File: src/rtl/sbsm_pkg.sv
// Shared types and constants for the serial bank switch mapper.
package sbsm_pkg;

  localparam logic [1:0] ModeRegWrite = 2'd0;
  localparam logic [1:0] ModeProgRead = 2'd1;
  localparam logic [1:0] ModePatRead  = 2'd2;
  localparam logic [1:0] ModePatWrite = 2'd3;

  localparam logic [1:0] TargetNone   = 2'd0;
  localparam logic [1:0] TargetPrgRom = 2'd1;
  localparam logic [1:0] TargetChrRom = 2'd2;
  localparam logic [1:0] TargetChrRam = 2'd3;

  localparam logic [1:0] MirrorHorizontal = 2'd3;
  localparam logic [1:0] PrgModeFixLast   = 2'd3;

  localparam logic [15:0] CtrlAddrMax    = 16'h9FFF;
  localparam logic [15:0] ChrLowAddrMax  = 16'hBFFF;
  localparam logic [15:0] ChrHighAddrMax = 16'hDFFF;
  localparam logic [15:0] PrgUpperBase   = 16'hC000;
  localparam logic [12:0] ChrUpperBase   = 13'h1000;

  localparam logic [2:0] LoadBits = 3'd5;

  localparam logic [0:0] CfgPrgBankCount = 1'd0;
  localparam logic [0:0] CfgChrIsRam     = 1'd1;

  typedef struct packed {
    logic [1:0] mirror_mode;
    logic [1:0] prg_mode;
    logic       chr_mode;
    logic [4:0] chr_bank_low;
    logic [4:0] chr_bank_high;
    logic [3:0] prg_bank;
  } bank_state_t;

  typedef struct packed {
    logic [17:0] phys_addr;
    logic [1:0]  target;
    logic        mem_write;
  } xlate_res_t;

endpackage

File: src/rtl/sbsm_loader.sv
// Serial load register and bank/control registers.
module sbsm_loader (
  input  logic                clk_i,
  input  logic                rst_ni,
  input  logic                wr_en_i,
  input  logic [15:0]         bus_address_i,
  input  logic [7:0]          write_data_i,
  output sbsm_pkg::bank_state_t state_o,
  output logic [1:0]          mirror_next_o
);

  logic [4:0] load_shift_q, load_shift_d;
  logic [2:0] load_count_q, load_count_d;
  sbsm_pkg::bank_state_t state_q, state_d;
  logic [4:0] shift_nxt;
  logic [2:0] count_inc;

  assign shift_nxt = {write_data_i[0], load_shift_q[4:1]};
  assign count_inc = load_count_q + 3'd1;

  always_comb begin
    load_shift_d = load_shift_q;
    load_count_d = load_count_q;
    state_d      = state_q;
    if (wr_en_i) begin
      if (write_data_i[7]) begin
        load_shift_d     = '0;
        load_count_d     = '0;
        state_d.prg_mode = sbsm_pkg::PrgModeFixLast;
      end else if (count_inc == sbsm_pkg::LoadBits) begin
        load_shift_d = '0;
        load_count_d = '0;
        if (bus_address_i <= sbsm_pkg::CtrlAddrMax) begin
          state_d.mirror_mode = shift_nxt[1:0];
          state_d.prg_mode    = shift_nxt[3:2];
          state_d.chr_mode    = shift_nxt[4];
        end else if (bus_address_i <= sbsm_pkg::ChrLowAddrMax) begin
          state_d.chr_bank_low = shift_nxt;
        end else if (bus_address_i <= sbsm_pkg::ChrHighAddrMax) begin
          state_d.chr_bank_high = shift_nxt;
        end else begin
          state_d.prg_bank = shift_nxt[3:0];
        end
      end else begin
        load_shift_d = shift_nxt;
        load_count_d = count_inc;
      end
    end
  end

  always_ff @(posedge clk_i or negedge rst_ni) begin
    if (!rst_ni) begin
      load_shift_q          <= '0;
      load_count_q          <= '0;
      state_q.mirror_mode   <= sbsm_pkg::MirrorHorizontal;
      state_q.prg_mode      <= sbsm_pkg::PrgModeFixLast;
      state_q.chr_mode      <= 1'b0;
      state_q.chr_bank_low  <= '0;
      state_q.chr_bank_high <= '0;
      state_q.prg_bank      <= '0;
    end else begin
      load_shift_q <= load_shift_d;
      load_count_q <= load_count_d;
      state_q      <= state_d;
    end
  end

  assign state_o       = state_q;
  assign mirror_next_o = state_d.mirror_mode;

`ifndef ASSERT_OFF
  a_count_range: assert property (@(posedge clk_i) disable iff (!rst_ni)
    load_count_q < sbsm_pkg::LoadBits)
    else $error("load count out of range");

  a_reset_write: assert property (@(posedge clk_i) disable iff (!rst_ni)
    (wr_en_i && write_data_i[7]) |=>
      (load_count_q == 3'd0 && state_q.prg_mode == sbsm_pkg::PrgModeFixLast))
    else $error("reset write did not clear loader");

  a_commit_clears: assert property (@(posedge clk_i) disable iff (!rst_ni)
    (wr_en_i && !write_data_i[7] && load_count_q == 3'd4) |=>
      (load_count_q == 3'd0 && load_shift_q == 5'd0))
    else $error("fifth bit did not commit");
`endif

endmodule

File: src/rtl/sbsm_xlate.sv
// Address translation for program and pattern accesses.
module sbsm_xlate #(
  parameter int PRG_ADDR_BITS = 18
) (
  input  logic [1:0]            mode_i,
  input  logic [15:0]           bus_address_i,
  input  sbsm_pkg::bank_state_t state_i,
  input  logic [4:0]            prg_bank_count_i,
  input  logic                  chr_is_ram_i,
  output sbsm_pkg::xlate_res_t  res_o
);

  localparam logic [17:0] PrgMask = 18'((1 << PRG_ADDR_BITS) - 1);

  logic [3:0]  bank_mask;
  logic [3:0]  prg_sel;
  logic        prg_upper;
  logic [17:0] prg_phys;
  logic [12:0] pat_addr;
  logic        chr_upper;
  logic [4:0]  chr_sel;
  logic [17:0] chr_phys;

  always_comb begin
    if (prg_bank_count_i >= 5'd16) begin
      bank_mask = 4'hF;
    end else if (prg_bank_count_i >= 5'd8) begin
      bank_mask = 4'h7;
    end else if (prg_bank_count_i >= 5'd4) begin
      bank_mask = 4'h3;
    end else begin
      bank_mask = 4'h1;
    end
  end

  assign prg_upper = bus_address_i >= sbsm_pkg::PrgUpperBase;

  always_comb begin
    if (!state_i.prg_mode[1]) begin
      prg_sel = {state_i.prg_bank[3:1], prg_upper};
    end else if (state_i.prg_mode == sbsm_pkg::PrgModeFixLast) begin
      prg_sel = prg_upper ? bank_mask : state_i.prg_bank;
    end else begin
      prg_sel = prg_upper ? state_i.prg_bank : 4'd0;
    end
  end

  assign prg_phys = {prg_sel & bank_mask, bus_address_i[13:0]} & PrgMask;

  assign pat_addr  = bus_address_i[12:0];
  assign chr_upper = pat_addr >= sbsm_pkg::ChrUpperBase;

  always_comb begin
    if (!state_i.chr_mode) begin
      chr_sel = {state_i.chr_bank_low[4:1], chr_upper};
    end else begin
      chr_sel = chr_upper ? state_i.chr_bank_high : state_i.chr_bank_low;
    end
  end

  assign chr_phys = {1'b0, chr_sel, pat_addr[11:0]};

  always_comb begin
    res_o.phys_addr = '0;
    res_o.target    = sbsm_pkg::TargetNone;
    res_o.mem_write = 1'b0;
    case (mode_i)
      sbsm_pkg::ModeRegWrite: begin
      end
      sbsm_pkg::ModeProgRead: begin
        res_o.phys_addr = prg_phys;
        res_o.target    = sbsm_pkg::TargetPrgRom;
      end
      default: begin
        if (chr_is_ram_i) begin
          res_o.phys_addr = {5'd0, pat_addr};
          res_o.target    = sbsm_pkg::TargetChrRam;
          res_o.mem_write = (mode_i == sbsm_pkg::ModePatWrite);
        end else if (mode_i == sbsm_pkg::ModePatRead) begin
          res_o.phys_addr = chr_phys;
          res_o.target    = sbsm_pkg::TargetChrRom;
        end
      end
    endcase
  end

endmodule

File: src/rtl/serial_bank_switch_mapper_top.sv
// Top level of the serial bank switch mapper: item pipeline and config registers.
//
//   channel   dir  handshake                    payload
//   s_axis    in   s_axis_tvalid/s_axis_tready  tuser mode, tdata address/data
//   m_axis    out  m_axis_tvalid/m_axis_tready  tuser target, tdata phys/wr/mirror
//   cfg       in   cfg_valid_i/cfg_ready_o      cfg_index_i, cfg_data_i
//
// One item per cycle while the output is not stalled; each item passes the input register, then the result register.
// Translation and serial loader update run in the cycle between the two registers.
// A stalled output holds the result; the input register still takes one more item.
// Reset: loader empty, horizontal mirroring, PRG mode 3, 16 banks, pattern ROM.
module serial_bank_switch_mapper_top #(
  parameter int PRG_ADDR_BITS = 18
) (
  input  logic        clk_i,
  input  logic        rst_ni,
  input  logic        s_axis_tvalid,
  output logic        s_axis_tready,
  input  logic [23:0] s_axis_tdata,   // [15:0] bus_address, [23:16] write_data
  input  logic [1:0]  s_axis_tuser,   // [1:0] mode
  output logic        m_axis_tvalid,
  input  logic        m_axis_tready,
  output logic [23:0] m_axis_tdata,   // [17:0] phys_addr, [18] mem_write, [20:19] mirroring
  output logic [1:0]  m_axis_tuser,   // [1:0] target
  input  logic        cfg_valid_i,
  output logic        cfg_ready_o,
  input  logic [0:0]  cfg_index_i,
  input  logic [4:0]  cfg_data_i
);

  logic        s0_valid_q;
  logic [1:0]  s0_mode_q;
  logic [15:0] s0_addr_q;
  logic [7:0]  s0_data_q;
  logic        out_valid_q;
  sbsm_pkg::xlate_res_t out_res_q;
  logic [1:0]  out_mirror_q;
  logic [4:0]  prg_bank_count_q;
  logic        chr_is_ram_q;

  logic        in_accept;
  logic        advance;
  logic        reg_wr;
  sbsm_pkg::bank_state_t bank_state;
  sbsm_pkg::xlate_res_t  xres;
  logic [1:0]  mirror_next;

  assign advance       = s0_valid_q && (!out_valid_q || m_axis_tready);
  assign s_axis_tready = !s0_valid_q || advance;
  assign in_accept     = s_axis_tvalid && s_axis_tready;
  assign reg_wr        = advance && (s0_mode_q == sbsm_pkg::ModeRegWrite);
  assign cfg_ready_o   = 1'b1;

  sbsm_loader u_loader (
    .clk_i         (clk_i),
    .rst_ni        (rst_ni),
    .wr_en_i       (reg_wr),
    .bus_address_i (s0_addr_q),
    .write_data_i  (s0_data_q),
    .state_o       (bank_state),
    .mirror_next_o (mirror_next)
  );

  sbsm_xlate #(
    .PRG_ADDR_BITS (PRG_ADDR_BITS)
  ) u_xlate (
    .mode_i           (s0_mode_q),
    .bus_address_i    (s0_addr_q),
    .state_i          (bank_state),
    .prg_bank_count_i (prg_bank_count_q),
    .chr_is_ram_i     (chr_is_ram_q),
    .res_o            (xres)
  );

  always_ff @(posedge clk_i or negedge rst_ni) begin
    if (!rst_ni) begin
      s0_valid_q       <= 1'b0;
      out_valid_q      <= 1'b0;
      prg_bank_count_q <= 5'd16;
      chr_is_ram_q     <= 1'b0;
    end else begin
      if (in_accept) begin
        s0_valid_q <= 1'b1;
      end else if (advance) begin
        s0_valid_q <= 1'b0;
      end
      if (advance) begin
        out_valid_q <= 1'b1;
      end else if (m_axis_tready) begin
        out_valid_q <= 1'b0;
      end
      if (cfg_valid_i) begin
        case (cfg_index_i)
          sbsm_pkg::CfgPrgBankCount: prg_bank_count_q <= cfg_data_i;
          sbsm_pkg::CfgChrIsRam:     chr_is_ram_q     <= cfg_data_i[0];
          default: begin
          end
        endcase
      end
    end
  end

  always_ff @(posedge clk_i) begin
    if (in_accept) begin
      s0_mode_q <= s_axis_tuser;
      s0_addr_q <= s_axis_tdata[15:0];
      s0_data_q <= s_axis_tdata[23:16];
    end
    if (advance) begin
      out_res_q    <= xres;
      out_mirror_q <= mirror_next;
    end
  end

  assign m_axis_tvalid = out_valid_q;
  assign m_axis_tuser  = out_res_q.target;
  assign m_axis_tdata  = {3'd0, out_mirror_q, out_res_q.mem_write, out_res_q.phys_addr};

`ifndef ASSERT_OFF
  a_wr_is_ram: assert property (@(posedge clk_i) disable iff (!rst_ni)
    (m_axis_tvalid && m_axis_tdata[18]) |-> (m_axis_tuser == sbsm_pkg::TargetChrRam))
    else $error("memory write without pattern RAM target");

  a_full_stall: assert property (@(posedge clk_i) disable iff (!rst_ni)
    (s0_valid_q && out_valid_q && !m_axis_tready) |-> !s_axis_tready)
    else $error("input taken while pipeline full");

  a_advance_fills: assert property (@(posedge clk_i) disable iff (!rst_ni)
    advance |=> out_valid_q)
    else $error("advanced item lost");
`endif

endmodule
File: config.mk
export PLATFORM = sky130hd
export DESIGN_NAME = serial_bank_switch_mapper_top
export DESIGN_NICKNAME = d
export VERILOG_FILES = /design/src/rtl/sbsm_pkg.sv /design/src/rtl/sbsm_loader.sv /design/src/rtl/sbsm_xlate.sv /design/src/rtl/serial_bank_switch_mapper_top.sv
export SDC_FILE = /design/constraint.sdc
export NUM_CORES = 1
export LEC_CHECK = 0
export ABC_AREA = 1
export BUFFER_PORTS_ARGS = -buffer_cell sky130_fd_sc_hd__buf_4
export CORE_MARGIN = 2
export CORE_UTILIZATION = 58
export DETAILED_ROUTE_END_ITERATION = 10
export PLACE_DENSITY_LB_ADDON = 0.25
export SKIP_CTS_REPAIR_TIMING = 1
export SYNTH_ARGS = -nofsm -noshare
export SYNTH_HDL_FRONTEND = slang
export SYNTH_SLANG_ARGS = --single-unit
File: constraint.sdc
create_clock -name clk_i -period 4.65 [get_ports clk_i]
set_input_delay 0.2325 -clock clk_i [delete_from_list [all_inputs] [get_ports clk_i]]
set_output_delay 0.2325 -clock clk_i [all_outputs]
set_load 0.1 [all_outputs]
Yosys cells after proc, flatten, opt, wreduce, memory -nomap -nowiden
Cells that the tools add are included.
Operators by class
  multiplexer cells: 31
  add/subtract/negate cells: 1
  bitwise operators: 7
  reduce and logical (&&, ||, !) cells: 20
  equal/unequal tests: 5
  $lt $le $gt $ge: 8
Operators with widths (count)
  $mux 19: 4
  $le 16x16->1 const B: 3
  $pmux 20 s2: 1
  $mux 5: 7
  $mux 4: 7
  $ge 16x16->1 const B: 1
  $mux 15: 1
  $mux 14: 1
  $ge 13x13->1 const B: 1
  $reduce_and 6->1: 2
  $mux 9: 1
  $reduce_bool 2->1: 4
  $eq 2x2->1 const B: 3
  $mux 2: 3
  $mux 3: 2
  $not 1->1: 6
  $ge 5x3->1 const B: 1
  $ge 5x4->1 const B: 1
  $ge 5x5->1 const B: 1
  $reduce_and 5->1: 1
  $and 4x4->4: 1
  $mux 1: 4
  $reduce_and 2->1: 2
  $reduce_and 4->1: 1
  9 further kinds: 13
Word-level totals
  word-level logic and storage cells: 91
  input port bits: 37
  output and inout port bits: 29
  register bits after elaboration: 84

Longest topological paths before layout
Gate-level depths: netlist of run 1.
  word-level depth: 9
  depth in mapped cells: 9
  depth with buffers taken out: 8

Modules after synthesis
From an unflattened synthesis of run 1, not the netlist that was laid out.
Unflattened totals
  cells, all modules: 317
  area, all modules: 3444.6 um^2
Modules (own cells, without submodules)
  serial_bank_switch_mapper_top: instances 1, sequential area each 1672.9 um^2, cells an instance 97, area each 1864.3 um^2
  sbsm_loader: instances 1, sequential area each 655.6 um^2, cells an instance 136, area each 1193.6 um^2
  sbsm_xlate: instances 1, sequential area each 0.0 um^2, cells an instance 84, area each 386.6 um^2

Worst setup path before layout of run 1
No wires, ideal clock.
  path kind: register to register
  start: register out_valid_q, in the netlist m_axis_tvalid
  end: register s0_addr_q[0] (enable)
  path buffers: 0
  data required time: 4.312 ns
  slack: 1.815 ns
  data arrival time: 2.497 ns
  setup time: 0.338 ns
  period minus slack after synthesis: 2.835 ns
  cell stages (with the launch flop): 4
  cells stage by stage: dfrtp_1 nand3_1 nand2_1 inv_1
On the way
  word-level cells in the longest chain between the ends: 5
Ends and longest elaborated chain
  from (decl): line serial_bank_switch_mapper_top.sv:35  | logic out_valid_q;
  from (signal assigned): line serial_bank_switch_mapper_top.sv:78  | out_valid_q <= 1'b0;
  from (signal assigned): line serial_bank_switch_mapper_top.sv:88  | out_valid_q <= 1'b1;
  from (signal assigned): line serial_bank_switch_mapper_top.sv:90  | out_valid_q <= 1'b0;
  $logic_not 1->1: line serial_bank_switch_mapper_top.sv:48  | assign advance = s0_valid_q && (!out_valid_q || m_axis_tready);
  $logic_or 1x1->1: line serial_bank_switch_mapper_top.sv:48
  $logic_and 1x1->1: line serial_bank_switch_mapper_top.sv:48
  $logic_or 1x1->1: line serial_bank_switch_mapper_top.sv:49  | assign s_axis_tready = !s0_valid_q || advance;
  named net s_axis_tready: line serial_bank_switch_mapper_top.sv:18  | output logic s_axis_tready,
  $logic_and 1x1->1: line serial_bank_switch_mapper_top.sv:50  | assign in_accept = s_axis_tvalid && s_axis_tready;
  named net in_accept: line serial_bank_switch_mapper_top.sv:41  | logic in_accept;
  to (signal assigned): line serial_bank_switch_mapper_top.sv:106  | s0_addr_q <= s_axis_tdata[15:0];
  to (decl): line serial_bank_switch_mapper_top.sv:33  | logic [15:0] s0_addr_q;
The timed path passes the listed nets, and every way through them passes these cells.
A chain may end at the register's enable or synchronous reset.

Worst setup path in the final report of run 1
  start: register s0_mode_q[0]
  end: register u_loader.load_shift_q[4]
On the way
  word-level cells in the longest chain between the ends: 2
Ends and longest elaborated chain
  from (decl): line serial_bank_switch_mapper_top.sv:32  | logic [1:0] s0_mode_q;
  from (signal assigned): line serial_bank_switch_mapper_top.sv:105  | s0_mode_q <= s_axis_tuser;
  $logic_not 2->1: line serial_bank_switch_mapper_top.sv:51  | assign reg_wr = advance && (s0_mode_q == sbsm_pkg::ModeRegWrite);
  $logic_and 1x1->1: line serial_bank_switch_mapper_top.sv:51
  to (signal assigned): line sbsm_loader.sv:62  | load_shift_q <= load_shift_d;
  to (decl): line sbsm_loader.sv:12  | logic [4:0] load_shift_q, load_shift_d;
Every way passes these cells.

==> results of run 1 <==
## path summary, 6_finish.rpt
check,from,endpoint,slack (ns),cells after the start
min in group asynchronous,rst_ni,prg_bank_count_q[2],0.36,2
max in group asynchronous,rst_ni,u_loader.state_o[18],3.95,2
hold / removal,s_axis_tdata[7],s0_addr_q[7],0.06,1
setup / recovery,s0_mode_q[0],u_loader.load_shift_q[4],2.67,5
setup reg to reg,s0_mode_q[0],u_loader.load_shift_q[4],2.67,5
hold reg to reg,u_loader.state_o[18],u_loader.state_o[18],0.47,2
## cell type report
class / count / area (um2)
flip-flops and latches: 75 / 2098
fillers: 362 / 1384
multi-input cells: 158 / 795.8
repair buffers: 55 / 415.4
inverters: 40 / 150.1
clock buffers: 12 / 135.1
well taps: 70 / 87.58
clock inverters: 4 / 73.82
## critical path: stages (launching register included)
cell and delay (ns):
edfxtp_1 0.43, nor2_1 0.24, inv_1 0.13, nor2_1 0.56
nand3_1 0.32, o22ai_1 0.21
## cell usage in the layout, fill, tap and decap left out, types with 2 or more instances in the layout
cell       instances
nand2_1           54
buf_4             54
conb_1             4
dfstp_2            5
clkbuf_8           9
nand3_2            2
mux2_2             2
o21ai_0           17
a21oi_1            7
ha_1               2
inv_2              2
bufinv_16          2
edfxtp_1          43
inv_1             38
nand4_1            8
nor2_1            24
nor3_1             5
clkbuf_1           3
dfrtp_1           27
o22ai_1            6
nand3_1           12
o21ai_1            5
## metrics by stage
step	cells	cell area (um2)
after global routing	414	3756
after global placement	397	3537
final	414	3756
after CTS	413	3746
after detailed placement	397	3537
after floorplan	281	3103
## flip-flops by register name, summed over array words and instances (netlist names), 3 cells and up
signal,flops
u_loader.load_shift_q,4
prg_bank_count_q,3
u_loader.load_count_q,3
u_loader.state_o,19
s0_addr_q,16
m_axis_tdata,19
## layer usage
metal,part of all wire,global-route usage,vias to the layer above
met4,0.021,0.1089,0
met1,0.43,0.2478,990
met2,0.49,0.3088,45
met3,0.056,0.05647,8
li1,-,-,1047
met5,0,0,-
## synth_stat cells (6+ instances only)
library cell   n
nand2_1       54
edfxtp_1      43
inv_1         38
dfrtp_1       27
nor2_1        24
o21ai_0       17
nand3_1       12
nand4_1        8
a21oi_1        7
o22ai_1        6
## cells by family (layout without fill, tap and decap cells)
group | count (synthesis) | in the layout | share of synthesized area
adder cells (fa/ha/maj) | 2 | 2 | 0.008083
flip-flops | 75 | 75 | 0.6779
AO/OA/AOI/OAI | 39 | 39 | 0.06912
multiplexers | 2 | 2 | 0.007275
other | 2 | 4 | 0.002426
AND/OR/NAND/NOR | 111 | 111 | 0.1677
buffers and inverters | 48 | 111 | 0.06751
## power breakdown
part / leakage, nW / internal [mW] / switching (mW)
sequential: 0.830 / 0.819 / 0.0523
combinational: 0.767 / 0.113 / 0.377
clock: 0.105 / 0.304 / 0.227
==> run_results.csv, run 1 <==
group,metric,value,unit
routing,wl_per_cell,12.84,um
cts,cts_made_buffers,9,
critical_path,cp.required,4.90,ns
die,start_util,0.6022,
routing,drc_errors,0,
synth,async_flop_share,0.4267,
sta,holdWs,0.06189,ns
synth,synth_top_area_cell,"edfxtp_1",
sta,fmax,504.1,MHz
job,max_cap_viol_count,0,
critical_path,worstPathArrival,2.24,ns
routing,ant_nets,0,
sta,fin_worst_skew,0.006370,ns
grt,track_usage,0.1968,
cts,cts-root-buf,"clkbuf_8",
synth,synth_area_per_cell,11.09,um2
die,num_rows,26,
grt,grt_antenna_before_repair,0,
synth,synth_cell_types,31,
final_layout,nNetsFinal,378,
critical_path,start_kind,"flop",
sta,slew_violations,0,
routing,firstDrtPassIters,4,
synth,syn_area,3095,um2
grt,grt_pass1_wl,8.673,mm
grt,grt_max_degree,33,
sta,min_period,1.984,ns
sta,worst_pin_slew,0.7989,ns
sta,finalHoldViolCount,0,
routing,drt-total-wl,5.317,mm
synth,yosysSeqAreaShare,0.6778,
place,pre_cts_slack,2.701,ns
power_and_ir_drop,power,1.893,mW
critical_path,cp_max_fo,12,
sta,finalWorstSetupSlack,2.666,ns
synth,synth_area_leaders,"edfxtp_1 (42%), dfrtp_1 (22%), nand2_1 (6.5%), inv_1 (4.6%), dfstp_2 (4.2%)",
grt,grt_pass1_vias,1958,
final_layout,antenna_cells,0,
synth,yosys_warnings,0,
final_layout,final_util,0.7308,
min_path,hold_class,"input pin to flop",
place,gp_congestion,0.8741,
die,core_area,5140,um2
power_and_ir_drop,max-vdd-ir-drop,0.0002795,V
outcome,status,"completed",
sta,rsz0062_at_grt,"false",
cts,cts.sinks,75,
routing,drt_iter0_drc,109,
die,die_y,77.06,um
die,die_w,77.06,um
routing,via_per_inst,5.048,
synth,ys_ff_latch,75,
critical_path,end_kind,"flop",
place,dp_hpwl,3.731,mm
place,port_buffers,54,
synth,synth_cells,279,
synth,synthFlopType,"edfxtp_1",
final_layout,area_growth_syn_to_layout,21.34,%
critical_path,worstSetupPathType,"flop to flop",
power_and_ir_drop,leakagePower,1.701,nW
cts,cts_tree,"yes",
die,io_pins,66,
die,dieArea,5937,um2
cts,clk_pin_slew,0.08,ns
power_and_ir_drop,power_density,504.0,nW/um2
synth,synth_edf_count,43,
sta,max-slew-margin-rel,0.4668,
sta,fin_tns_setup,0,ns
cts,clock_latency,0.34,ns
cts,cts-htree-levels,3,
grt,overflow,0,
final_layout,drive_gt1_frac,0.2471,
synth,synth_top_area_frac,0.4171,
sta,setup_viol,0,
sta,post-route-period-util,0.4266,
routing,vias,2090,
cts,clock_path_buffers,2,
Note: power is estimated with default switching activity, not from simulation.
==> run 2, diff against run 1 <==
--- a/config.mk
+++ b/config.mk
@@ -5,10 +5,10 @@
 export SDC_FILE = /design/constraint.sdc
 export NUM_CORES = 1
 export LEC_CHECK = 0
-export ABC_AREA = 1
+export ABC_AREA = 0
 export BUFFER_PORTS_ARGS = -buffer_cell sky130_fd_sc_hd__buf_4
 export CORE_MARGIN = 2
-export CORE_UTILIZATION = 58
+export CORE_UTILIZATION = 48
 export DETAILED_ROUTE_END_ITERATION = 10
 export PLACE_DENSITY_LB_ADDON = 0.25
 export SKIP_CTS_REPAIR_TIMING = 1
==> constraint.sdc (replaced) <==
create_clock -name clk_i -period 1.62 [get_ports clk_i]
set_input_delay 0.081 -clock clk_i [delete_from_list [all_inputs] [get_ports clk_i]]
set_output_delay 0.081 -clock clk_i [all_outputs]
set_load 0.1 [all_outputs]
==> run 2 against run 1 <==
- the flow now finishes with violations (negative setup slack)
- hold slack lost 0.015 ns
- clock skew up 0.0075 ns
- maximum frequency increased by 7.7%
- setup slack worse by 2.9 ns
- first-iteration DRC count down 3.7%
- final area increased by 14%
- sequential cell count unchanged
- combinational power increased by 110%
- clock power increased to 3.3 times the previous value
- critical path depth rose by 1
- core utilization is 4.3 points lower
- largest cell class unchanged
==> run_results.csv, run 2 <==
group,metric,value,unit
synth,synthXorXnorAreaFrac,0.002864,
min_path,worstHoldPathCells,3,
die,die_w,83.82,um
sta,post-route-period-util,1.137,
sta,fin_tns_setup,-3.019,ns
sta,finalHoldViolCount,0,
grt,grt_pass1_wl,9.190,mm
cts,cts-htree-levels,3,
cts,cts_tree,"yes",
synth,synth_top_area_frac,0.4223,
die,io_pins,66,
die,num_rows,29,
routing,wl_per_cell,15.14,um
final_layout,final_util,0.6877,
routing,top_layer,"met4",
synth,synthFlopType,"edfxtp_1",
routing,met1_length,2.646,mm
synth,yosys_warnings,0,
synth,synth_cells,215,
sta,setup_viol,17,
min_path,hold_class,"input pin to flop",
die,core_area,6241,um2
die,start_util,0.4900,
die,die_y,83.82,um
routing,via_per_inst,4.995,
final_layout,mostFrequentLayoutCells,"buf_4 (71), edfxtp_1 (43), dfrtp_1 (26), dlygate4sd3_1 (26), nand2_1 (21)",
critical_path,cp_max_fo,5,
critical_path,reg2regPathDepth,6,
synth,async_flop_share,0.4267,
grt,overflow,0,
die,dieArea,7025,um2
sta,fmax,543.0,MHz
power_and_ir_drop,max-vdd-ir-drop,0.0007181,V
synth,synth_top_area_cell,"edfxtp_1",
place,gp_congestion,0.8100,
synth,syn_area,3058,um2
routing,ant_nets,0,
sta,fin_worst_skew,0.01385,ns
place,dp_hpwl,3.944,mm
outcome,status,"complete, but fails checks",
synth,muxShareOfSynthArea,0.09043,
outcome,violations,"negative setup slack",
grt,track_usage,0.1743,
final_layout,layout_commonest_cell,"buf_4",
critical_path,worstPathArrival,2.07,ns
synth,synth_area_per_cell,14.22,um2
grt,grt_max_degree,33,
synth,yosys.area_share.simple,0.1313,
routing,drt_iter0_drc,105,
place,port_buffers,54,
routing,drc_errors,0,
synth,synth-compound-area-share,0.05728,
final_layout,area_growth_syn_to_layout,40.34,%
cts,clk_pin_slew,0.08,ns
cts,cts_made_buffers,9,
sta,slew_violations,0,
routing,wl_met3,238,um
final_layout,nNetsFinal,358,
synth,synthAdderAreaFrac,0.008183,
synth,ys_ff_latch,75,
final_layout,drive_gt1_frac,0.4074,
synth,synthTopCellsByCount,"edfxtp_1 (43), dfrtp_1 (27), mux2_2 (21), nand2_1 (21), and2_1 (14)",
routing,vias,2003,
synth,synth_cell_types,39,
critical_path,start_kind,"flop",
power_and_ir_drop,leakagePower,1.813,nW
sta,min_period,1.842,ns
synth,yosysSeqAreaShare,0.6862,
critical_path,cp.required,1.85,ns
sta,finalWorstSetupSlack,-0.2217,ns
routing,drt-total-wl,6.073,mm
grt,grt_pass1_vias,1884,
cts,cts.sinks,75,
cts,clock_path_buffers,2,
final_layout,antenna_cells,0,
synth,synth_edf_count,43,
sta,rsz0062_at_grt,"true",
job,max_cap_viol_count,0,
cts,clock_latency,0.35,ns
synth,synth_area_leaders,"edfxtp_1 (42%), dfrtp_1 (22%), mux2_2 (7.7%), dfstp_2 (4.3%), and2_1 (2.9%)",
critical_path,worstSetupPathType,"flop to flop",
routing,routed-wl-met2,3.030,mm
critical_path,end_kind,"flop",
power_and_ir_drop,power_density,1192,nW/um2
synth,synth_top_family_by_area,"simple AND/OR/NAND/NOR gates",
routing,firstDrtPassIters,4,
cts,cts-root-buf,"clkbuf_8",
grt,grt_antenna_before_repair,0,
synth,synth_most_common_cell,"edfxtp_1",
==> run 2: final timing paths <==
kind                                                from                   end  slack [ns]
worst max-delay path            u_loader.load_count_q[1]   u_loader.state_o[8]       -0.22
worst min-delay path                       m_axis_tready            s0_valid_q        0.05
worst max register to register  u_loader.load_count_q[1]   u_loader.state_o[8]       -0.22
worst min register to register              s0_addr_q[5]       m_axis_tdata[5]        0.52
max in group asynchronous                         rst_ni  u_loader.state_o[18]        1.08
min in group asynchronous                         rst_ni   prg_bank_count_q[3]        0.20
==> run 2: final cells by class <==
type,instances,area (um2)
flip-flops and latches,75,2102
fillers,429,1949
multi-input cells,129,996.0
repair buffers,100,835.8
clock buffers,9,123.9
clock inverters,7,122.6
well taps,77,96.34
inverters,4,15.01
==> run 2: routing by layer <==
layer	vias up	GRT usage
met4	0	0.09677
met1	953	0.2210
met5	-	0
li1	982	-
met3	13	0.04154
met2	55	0.2764
==> run 2: power breakdown <==
group / switching, mW / leakage (nW) / internal, mW
combinational: 0.694 / 0.865 / 0.340
sequential: 0.120 / 0.831 / 2.20
clock: 0.726 / 0.116 / 1.03
total: 1.54 / 1.81 / 3.57
==> run 2: per-stage QoR <==
stage,setup WS (ns),cell area (um2),power [mW],hold slack [ns],cells
floorplan,-0.6127,3090,3.011,-0.2146,217
global placement,-0.2119,3682,3.280,0.04198,356
detailed placement,-0.2830,3682,3.297,0.04150,356
CTS,-0.2989,3929,5.055,-0.3425,372
global route,-0.2611,4292,5.314,0.07669,401
finish,-0.2217,4292,5.115,0.04701,401
==> run 2: kinds of logic (layout without fill, tap and decap cells) <==
group	after synthesis	in the layout
muxes	25	25
other	2	4
adders and majority gates	2	2
AOI/OAI and AO/OA	29	29
DFF	75	75
buffers and inverters	13	120
and+or+nand+nor	68	68
xor gates and xnor gates	1	1
==> run 2: worst max-delay path, stage by stage (launching register included) <==
cell	delay [ns]
dfrtp_1	0.43
ha_4	0.19
xor2_2	0.19
nand2_2	0.13
nor4_4	0.30
buf_6	0.17
mux2_4	0.31
